--- config.mk ---
export PLATFORM = sky130hd
export DESIGN_NAME = read_index_quorum_tracker_core
export DESIGN_NICKNAME = d
export VERILOG_FILES = /design/src/hw/rtl/rqt_pkg.sv /design/src/hw/rtl/rqt_cell.sv /design/src/hw/rtl/read_index_quorum_tracker_core.sv
export SDC_FILE = /design/constraint.sdc
export NUM_CORES = 2
export LEC_CHECK = 0
export BUFFER_PORTS_ARGS = -buffer_cell sky130_fd_sc_hd__buf_2
export CORE_AREA = 2 2 663 665
export CTS_CLUSTER_DIAMETER = 100
export DETAILED_ROUTE_END_ITERATION = 16
export DIE_AREA = 0 0 665 667
export GPL_TIMING_DRIVEN = 0
export HOLD_SLACK_MARGIN = 0.06
export PLACE_DENSITY_LB_ADDON = 0.08
export SYNTH_ARGS = -nofsm -noshare
export SYNTH_HDL_FRONTEND = slang
export SYNTH_HIERARCHICAL = 1
export SYNTH_SLANG_ARGS = --single-unit
--- constraint.sdc ---
create_clock -name clk -period 24.6 [get_ports clk]
set_input_delay 4.92 -clock clk [delete_from_list [all_inputs] [get_ports clk]]
set_output_delay 4.92 -clock clk [all_outputs]
set_load 0.02 [all_outputs]
--- src/hw/rtl/rqt_pkg.sv ---
package rqt_pkg;

    localparam int QUEUE_DEPTH_DEF = 16;
    localparam int PEER_COUNT_DEF  = 8;

    localparam int KEY_W    = 64;
    localparam int IDX_W    = 64;
    localparam int PEER_W   = 3;
    localparam int QS_W     = 4;
    localparam int STATUS_W = 2;

    localparam int PAYLOAD_W = KEY_W + IDX_W + PEER_W;
    localparam int DATA_W    = ((PAYLOAD_W + 7) / 8) * 8;
    localparam int PAD_W     = DATA_W - PAYLOAD_W;

    localparam logic [QS_W-1:0] QS_RESET = 4'd2;

    typedef enum logic
    {
        FUNC_ADD     = 1'b0,
        FUNC_CONFIRM = 1'b1
    } func_t;

    typedef enum logic [STATUS_W-1:0]
    {
        STATUS_RELEASED   = 2'd0,
        STATUS_BACKWARD   = 2'd1,
        STATUS_FULL       = 2'd2,
        STATUS_UNEXPECTED = 2'd3
    } status_t;

    typedef enum logic [1:0]
    {
        S_IDLE,
        S_MATCH,
        S_EXEC,
        S_REL
    } state_t;

    typedef struct packed
    {
        logic shift;
        logic load;
        logic mark;
    } cell_ctl_t;

endpackage

--- src/hw/rtl/rqt_cell.sv ---
module rqt_cell
    import rqt_pkg::*;
#(
    parameter int PEER_COUNT = PEER_COUNT_DEF
)
(
    input  logic                  clk,
    input  cell_ctl_t             ctl,
    input  logic [KEY_W-1:0]      nb_key,
    input  logic [IDX_W-1:0]      nb_index,
    input  logic [PEER_W-1:0]     nb_req,
    input  logic [PEER_COUNT-1:0] nb_mask,
    input  logic [KEY_W-1:0]      new_key,
    input  logic [IDX_W-1:0]      new_index,
    input  logic [PEER_W-1:0]     new_req,
    input  logic [PEER_COUNT-1:0] mark_bit,
    input  logic [KEY_W-1:0]      cmp_key,
    output logic [KEY_W-1:0]      key,
    output logic [IDX_W-1:0]      index,
    output logic [PEER_W-1:0]     req,
    output logic [PEER_COUNT-1:0] mask,
    output logic                  hit
);

    logic [KEY_W-1:0]      key_reg;
    logic [IDX_W-1:0]      index_reg;
    logic [PEER_W-1:0]     req_reg;
    logic [PEER_COUNT-1:0] mask_reg;

    always_ff @(posedge clk)
    begin
        if (ctl.shift)
        begin
            key_reg   <= nb_key;
            index_reg <= nb_index;
            req_reg   <= nb_req;
            mask_reg  <= nb_mask;
        end
        else if (ctl.load)
        begin
            key_reg   <= new_key;
            index_reg <= new_index;
            req_reg   <= new_req;
            mask_reg  <= '0;
        end
        else if (ctl.mark)
        begin
            mask_reg <= mask_reg | mark_bit;
        end
    end

    assign key   = key_reg;
    assign index = index_reg;
    assign req   = req_reg;
    assign mask  = mask_reg;
    assign hit   = (key_reg == cmp_key);

endmodule

--- src/hw/rtl/read_index_quorum_tracker_core.sv ---
// Pending read-index queue with peer quorum tracking.
// Input words arrive on s_axis: tuser selects add (0) or peer confirm (1), and
// tdata carries the context key, read index and peer slot. Result words leave on
// m_axis with the key, index and requester in tdata, the status in tuser and
// tlast on the final result caused by one input word.
// The quorum size register is written through cfg_we and cfg_wdata; the user
// must write it only while idle, as the block itself does not enforce this.
// Each input word is accepted in S_IDLE, its key is compared against every
// queued entry in parallel in S_MATCH, and S_EXEC decides and updates the
// entry. A confirm that reaches quorum then walks S_REL, emitting the head cell
// and shifting the row by one for every released entry. A rejected add is
// registered on m_axis from S_EXEC, and the released words of a confirm from S_REL.
// Reset empties the queue and sets the quorum size to two.
// When the receiver stalls, the output register holds its word and the
// release walk pauses until the word is taken; no input is accepted meanwhile.
module read_index_quorum_tracker_core
    import rqt_pkg::*;
#(
    parameter int QUEUE_DEPTH = QUEUE_DEPTH_DEF,
    parameter int PEER_COUNT  = PEER_COUNT_DEF
)
(
    input  logic              clk,
    input  logic              rst_n,
    input  logic              s_axis_tvalid,
    output logic              s_axis_tready,
    // Fields from bit 0: ctx_key, commit index, peer_id, zero padding.
    input  logic [DATA_W-1:0] s_axis_tdata,
    // Fields from bit 0: func.
    input  logic [0:0]        s_axis_tuser,
    output logic              m_axis_tvalid,
    input  logic              m_axis_tready,
    // Fields from bit 0: out_key, out_index, out_requester, zero padding.
    output logic [DATA_W-1:0] m_axis_tdata,
    // Fields from bit 0: status.
    output logic [STATUS_W-1:0] m_axis_tuser,
    output logic              m_axis_tlast,
    input  logic              cfg_we,
    input  logic [QS_W-1:0]   cfg_wdata
);

    localparam int PW    = $clog2(QUEUE_DEPTH);
    localparam int CW    = $clog2(QUEUE_DEPTH + 1);
    localparam int PC_W  = $clog2(PEER_COUNT + 2);
    localparam int CMP_W = (PC_W > QS_W) ? PC_W : QS_W;

    state_t state_reg, state_next;
    logic [CW-1:0]   cnt_reg, cnt_next;
    logic [PW-1:0]   rem_reg, rem_next;
    logic [IDX_W-1:0] cut_reg, cut_next;
    logic [QS_W-1:0] qs_reg;

    logic [KEY_W-1:0]  key_reg;
    logic [IDX_W-1:0]  idx_reg;
    logic [PEER_W-1:0] peer_reg;
    func_t             func_reg;
    logic              hit_any_reg;
    logic [PW-1:0]     hit_pos_reg;

    logic                out_valid_reg, out_valid_next;
    logic [KEY_W-1:0]    out_key_reg, out_key_next;
    logic [IDX_W-1:0]    out_index_reg, out_index_next;
    logic [PEER_W-1:0]   out_req_reg, out_req_next;
    status_t             out_status_reg, out_status_next;
    logic                out_last_reg, out_last_next;

    logic [KEY_W-1:0]      c_key   [QUEUE_DEPTH];
    logic [IDX_W-1:0]      c_index [QUEUE_DEPTH];
    logic [PEER_W-1:0]     c_req   [QUEUE_DEPTH];
    logic [PEER_COUNT-1:0] c_mask  [QUEUE_DEPTH];
    cell_ctl_t             c_ctl   [QUEUE_DEPTH];
    logic [QUEUE_DEPTH-1:0] c_hit;
    logic [QUEUE_DEPTH-1:0] live;
    logic [QUEUE_DEPTH-1:0] hit_vec;

    logic                  out_free;
    logic                  shift_all;
    logic                  load_en;
    logic                  mark_en;
    logic [PEER_COUNT-1:0] mark_bit;
    logic [PEER_COUNT-1:0] new_mask;
    logic [CMP_W-1:0]      pop;
    logic                  quorum_met;
    logic                  hit_any;
    logic [PW-1:0]         hit_pos;

    assign s_axis_tready = (state_reg == S_IDLE);
    assign out_free      = !out_valid_reg || m_axis_tready;

    assign m_axis_tvalid = out_valid_reg;
    assign m_axis_tdata  = {{PAD_W{1'b0}}, out_req_reg, out_index_reg, out_key_reg};
    assign m_axis_tuser  = out_status_reg;
    assign m_axis_tlast  = out_last_reg;

    assign mark_bit = (32'(peer_reg) < PEER_COUNT) ? (PEER_COUNT'(1) << peer_reg) : '0;

    for (genvar i = 0; i < QUEUE_DEPTH; i++)
    begin : g_cell
        logic [KEY_W-1:0]      nb_key;
        logic [IDX_W-1:0]      nb_index;
        logic [PEER_W-1:0]     nb_req;
        logic [PEER_COUNT-1:0] nb_mask;

        if (i == QUEUE_DEPTH - 1)
        begin : g_tail
            assign nb_key   = '0;
            assign nb_index = '0;
            assign nb_req   = '0;
            assign nb_mask  = '0;
        end
        else
        begin : g_body
            assign nb_key   = c_key[i+1];
            assign nb_index = c_index[i+1];
            assign nb_req   = c_req[i+1];
            assign nb_mask  = c_mask[i+1];
        end

        assign c_ctl[i].shift = shift_all;
        assign c_ctl[i].load  = load_en && (cnt_reg[PW-1:0] == PW'(i));
        assign c_ctl[i].mark  = mark_en && (hit_pos_reg == PW'(i));
        assign live[i]        = (CW'(i) < cnt_reg);
        assign hit_vec[i]     = c_hit[i] && live[i];

        rqt_cell #(
            .PEER_COUNT (PEER_COUNT)
        ) u_cell (
            .clk       (clk),
            .ctl       (c_ctl[i]),
            .nb_key    (nb_key),
            .nb_index  (nb_index),
            .nb_req    (nb_req),
            .nb_mask   (nb_mask),
            .new_key   (key_reg),
            .new_index (idx_reg),
            .new_req   (peer_reg),
            .mark_bit  (mark_bit),
            .cmp_key   (key_reg),
            .key       (c_key[i]),
            .index     (c_index[i]),
            .req       (c_req[i]),
            .mask      (c_mask[i]),
            .hit       (c_hit[i])
        );
    end

    always_comb
    begin
        hit_any = |hit_vec;
        hit_pos = '0;
        for (int i = QUEUE_DEPTH - 1; i >= 0; i--)
        begin
            if (hit_vec[i])
            begin
                hit_pos = PW'(i);
            end
        end
    end

    always_comb
    begin
        new_mask = c_mask[hit_pos_reg] | mark_bit;
        pop      = '0;
        for (int b = 0; b < PEER_COUNT; b++)
        begin
            pop = pop + CMP_W'(new_mask[b]);
        end
        quorum_met = ((pop + CMP_W'(1)) >= CMP_W'(qs_reg));
    end

    always_comb
    begin
        state_next      = state_reg;
        cnt_next        = cnt_reg;
        rem_next        = rem_reg;
        cut_next        = cut_reg;
        out_valid_next  = out_valid_reg && !m_axis_tready;
        out_key_next    = out_key_reg;
        out_index_next  = out_index_reg;
        out_req_next    = out_req_reg;
        out_status_next = out_status_reg;
        out_last_next   = out_last_reg;
        shift_all       = 1'b0;
        load_en         = 1'b0;
        mark_en         = 1'b0;
        case (state_reg)
            S_IDLE:
            begin
                if (s_axis_tvalid)
                begin
                    state_next = S_MATCH;
                end
            end
            S_MATCH:
            begin
                state_next = S_EXEC;
            end
            S_EXEC:
            begin
                if (out_free)
                begin
                    state_next = S_IDLE;
                    if (func_reg == FUNC_ADD)
                    begin
                        if (!hit_any_reg)
                        begin
                            if ((cnt_reg != '0) && (idx_reg < c_index[0]))
                            begin
                                out_valid_next  = 1'b1;
                                out_key_next    = key_reg;
                                out_index_next  = idx_reg;
                                out_req_next    = peer_reg;
                                out_status_next = STATUS_BACKWARD;
                                out_last_next   = 1'b1;
                            end
                            else if (cnt_reg == CW'(QUEUE_DEPTH))
                            begin
                                out_valid_next  = 1'b1;
                                out_key_next    = key_reg;
                                out_index_next  = idx_reg;
                                out_req_next    = peer_reg;
                                out_status_next = STATUS_FULL;
                                out_last_next   = 1'b1;
                            end
                            else
                            begin
                                load_en  = 1'b1;
                                cnt_next = cnt_reg + CW'(1);
                            end
                        end
                    end
                    else if (hit_any_reg)
                    begin
                        mark_en = 1'b1;
                        if (quorum_met)
                        begin
                            cut_next   = c_index[hit_pos_reg];
                            rem_next   = hit_pos_reg;
                            state_next = S_REL;
                        end
                    end
                end
            end
            S_REL:
            begin
                if (out_free)
                begin
                    shift_all      = 1'b1;
                    cnt_next       = cnt_reg - CW'(1);
                    out_valid_next = 1'b1;
                    out_key_next   = c_key[0];
                    out_index_next = cut_reg;
                    out_req_next   = c_req[0];
                    if (c_index[0] > cut_reg)
                    begin
                        out_status_next = STATUS_UNEXPECTED;
                        out_last_next   = 1'b1;
                        state_next      = S_IDLE;
                    end
                    else
                    begin
                        out_status_next = STATUS_RELEASED;
                        out_last_next   = (rem_reg == '0);
                        if (rem_reg == '0)
                        begin
                            state_next = S_IDLE;
                        end
                        else
                        begin
                            rem_next = rem_reg - PW'(1);
                        end
                    end
                end
            end
            default:
            begin
                state_next = S_IDLE;
            end
        endcase
    end

    always_ff @(posedge clk or negedge rst_n)
    begin
        if (!rst_n)
        begin
            state_reg     <= S_IDLE;
            cnt_reg       <= '0;
            rem_reg       <= '0;
            out_valid_reg <= 1'b0;
            qs_reg        <= QS_RESET;
        end
        else
        begin
            state_reg     <= state_next;
            cnt_reg       <= cnt_next;
            rem_reg       <= rem_next;
            out_valid_reg <= out_valid_next;
            if (cfg_we)
            begin
                qs_reg <= cfg_wdata;
            end
        end
    end

    always_ff @(posedge clk)
    begin
        cut_reg        <= cut_next;
        out_key_reg    <= out_key_next;
        out_index_reg  <= out_index_next;
        out_req_reg    <= out_req_next;
        out_status_reg <= out_status_next;
        out_last_reg   <= out_last_next;
        if (s_axis_tvalid && s_axis_tready)
        begin
            key_reg  <= s_axis_tdata[KEY_W-1:0];
            idx_reg  <= s_axis_tdata[KEY_W+IDX_W-1:KEY_W];
            peer_reg <= s_axis_tdata[PAYLOAD_W-1:KEY_W+IDX_W];
            func_reg <= func_t'(s_axis_tuser[0]);
        end
        if (state_reg == S_MATCH)
        begin
            hit_any_reg <= hit_any;
            hit_pos_reg <= hit_pos;
        end
    end

`ifndef SYNTHESIS
    a_count_bound: assert property (@(posedge clk) disable iff (!rst_n)
        cnt_reg <= CW'(QUEUE_DEPTH))
        else $error("queue count exceeds depth");

    a_unique_hit: assert property (@(posedge clk) disable iff (!rst_n)
        (state_reg == S_MATCH) |-> $onehot0(hit_vec))
        else $error("key matches more than one live entry");

    a_release_in_range: assert property (@(posedge clk) disable iff (!rst_n)
        (state_reg == S_REL) |-> (CW'(rem_reg) < cnt_reg))
        else $error("release walk runs past the queued entries");

    a_add_in_order: assert property (@(posedge clk) disable iff (!rst_n)
        (state_reg == S_EXEC) |=> (state_reg != S_REL) || $past(func_reg == FUNC_CONFIRM))
        else $error("release started by an add word");
`endif

endmodule

==> impl_results.md <==
- Req. time, crit path: approximately 25000 ps
- Die Ht: 667 µm
- Post-CTS Setup Bufs: 0
- Synth Flop Type: edfxtp_1
- Slowest stage delay, CP: 690 ps
- Starting DRC count in detailed routing: between 5k and 6k
- Initial antenna violation count: 35
- Worst path arrival time: ~9000 ps
- Worst hold path type: reg2reg
- Post-place instance area: approximately 140000 µm²
- DR vias: approximately 75k
- Hold depth: 2
- Die X: approximately 670 µm
- DR WL/cell: ~28 µm
- Area of the multi-input gates: 51200 µm²
- Count leader, synth: edfxtp_1
- Starting Density: roughly 30%
- Resized cells post-CTS: 0
- CP max-delay cell: or2_4
- Fin crit period: approximately 8000 ps
- Setup crit end kind: register
- Reg2Reg Capture Point: cut_reg[35]
- Total Neg Setup Slack: 0 ps
- Area grow syn2layout: 17.3%
- DRT Pass-1 Iters: 8
- Post-route cell area: between 150000 and 200000 µm²
- Worst rel slew slack: -3.53%
- Pleak: approximately 0.052 µW
- Seq. cell area: just under 80000 µm²
- Netlist cell types: between 60 and 70
- Met3 Routed Length: 18600 µm
- Final setup violation count: 0
- Nets: roughly 9.4k
- Met2 WL: about 190000 µm
- First-pass GRT wire length: 600000 µm
- Final worst slack: 16420 ps
- Total CTS buffers: between 300 and 400
- Die area: about 440000 µm²
- Max layer used: met5
- Clock Latency Late Sink: 940 ps
- WHS Endpoint: out_req_reg[2]
- IO Pins: approximately 290
- Share of cells above drive strength 1: approximately two fifths
- PwrDens: ~110 nW/µm²
- Post-synth top area share: 58.8%
- Final period util: about a third
- Final RePlAce weighted congestion: 0.790
- H-tree Lvls: 5
- HPWL Detailed: about 320000 µm
- Post-synthesis sequential area ratio: approximately three fifths
- CTS tree: built
- Post-Route Utilization: 35.1%
- GRT Total Usage: 18.7%
- HP Start: g_cell[0].u_cell/req[2]
- DRT met1 WL: about 210000 µm
- R2r setup slk: between 15000 and 20000 ps
- Clock Tree Root: clkbuf_16
- Hold-fix buffers, CTS: 0
- Largest net degree at the start of global routing: 65
- Yosys top cell by area: edfxtp_1
- Status: finished with violations
- Drt total wl: around 430000 µm
- Most Frequent Cell on Critical Path: buf_2
- FFs w/ async S/R, synth: less than 1%
- FMAX: around 120 MHz
- Critical R2R Launch: hit_pos_reg[1]
- Synth top area cells: edfxtp_1 (59%), mux2_2 (18%), xor2_1 (6.9%), mux4_2 (6.2%), ha_1 (1.3%)
- Max-Cap Viols: 3
- Slew @ Worst Pin: ~1500 ps
- Max FO, Critical Path: between 60 and 70
- Core ar.: between 400000 and 500000 µm²
- Grt ovf: 0
- I/O Buffers: approximately 280
- Reg clk slew, reported paths: around 60 ps
- RSZ-0062 raised after global routing: no
- Row count: 243
- Number of enable flip-flop cells after synthesis: approximately 2.6k
- FILL cells: 41.9k
- Final Max Slew Viols: 3
- Cell Chain, Critical Path: buf_2 -> nor2b_1 -> nor2_1 -> buf_4 -> buf_2 -> buf_2 -> buf_2 -> or2_4 -> buf_16 -> buf_16
- Worst-case vdd ir drop: around 0.049 mV
- Place WS: roughly 15000 ps
- Drt via density: between 4 and 5
- Syn_area_per_cell: between 15 and 20 µm²
- # DRC: 0
- Commonest cells post-synth: edfxtp_1 (2559), mux2_2 (2097), xor2_1 (1024)
- Synth Cell Area: 131000 µm²
- Clk_skew: approximately 46 ps
- Kind of critical path: in2reg
- CTS max path bufs: 4
- Hold Slack: between 500 and 600 ps
- Worst setup SP type: input port
- Reg2Reg Depth: 25
- Failing checks: max-capacitance violations, max-slew violations
- Fin. Hold Viols: 0
- Cells after Synth: around 8.3k
- Yosys warning total: 6
- Sink Count: 2575
- Post-synthesis register bit count: roughly 2.6k
- Final ANT Viol Nets: 0
- Vias in the first global route: roughly 79k
==> metal layers <==
metal	vias up	GRT usage (%)
li1	33855	-
met4	4	4.52
met3	474	2.52
met5	-	0
met1	39265	28.2
met2	1579	28.4
==> layout by cell type, fill, tap and decap left out, types with 74 or more instances in the layout <==
| cell type | n |
|---|---|
| a21oi_1 | 74 |
| buf_16 | 112 |
| buf_2 | 414 |
| buf_4 | 151 |
| clkbuf_1 | 165 |
| clkbuf_16 | 332 |
| clkinv_1 | 82 |
| conb_1 | 144 |
| edfxtp_1 | 2559 |
| ha_1 | 140 |
| inv_1 | 150 |
| mux2_2 | 2097 |
| mux4_2 | 360 |
| nand2_1 | 457 |
| nand4_1 | 88 |
| nor2_1 | 181 |
| nor4_1 | 250 |
| o21ai_0 | 102 |
| o31ai_1 | 129 |
| xor2_1 | 1024 |
==> metrics by stage <==
stage | instances | total power [µW]
2_1_floorplan | 8422 | 9990
3_3_place_gp | 14455 | 11900
3_5_place_dp | 14583 | 12100
4_1_cts | 15158 | 16800
5_1_grt | 15165 | 17400
6_report | 15176 | 16500
==> worst max-delay path: cells and delay by family <==
kind / cells / cell delay (ps)
buffers and inverters: 7 / 2350
and+or+nand+nor: 3 / 1220
==> layout make-up <==
class / instances / area share (%)
clock buffers: 406 / 5.60
diodes: 15 / 0.0245
inverters: 151 / 0.371
repair buffers: 407 / 3.10
well taps: 5757 / 4.70
clock inverters: 169 / 0.855
flip-flops and latches: 2575 / 50.4
multi-input cells: 5278 / 33.4
plain buffers: 418 / 1.51
==> where the power goes <==
group	switching [µW]	internal, µW
sequential	613	6180
combinational	2920	2260
clock	1950	2620
total	5480	11100
==> worst max path at each step <==
stage	startpoint	to	slack (ps)
finish	m_axis_tready	g_cell[9].u_cell/index[42]	16420
global route	m_axis_tready	g_cell[9].u_cell/index[42]	16350
CTS	m_axis_tready	g_cell[9].u_cell/index[42]	15900
detailed placement	m_axis_tready	g_cell[9].u_cell/index[38]	14910
global placement	idx_reg[21]	out_key_reg[18]	6080
floorplan	m_axis_tready	m_axis_tlast	12160
==> cells by family (layout without fill, tap and decap cells) <==
kind of cell / count (synthesis) / after routing / share of synthesized area, %
flops: 2575 / 2575 / 59.1
mux: 2458 / 2458 / 24.3
simple gates: 1141 / 1141 / 4.33
xor+xnor: 1028 / 1028 / 6.89
buf+inv: 569 / 1551 / 2.20
compound gates: 363 / 363 / 1.76
fa+ha+maj: 144 / 144 / 1.40
other cells: 1 / 159 / 0.00287
Power figures use the tool's default switching activity.
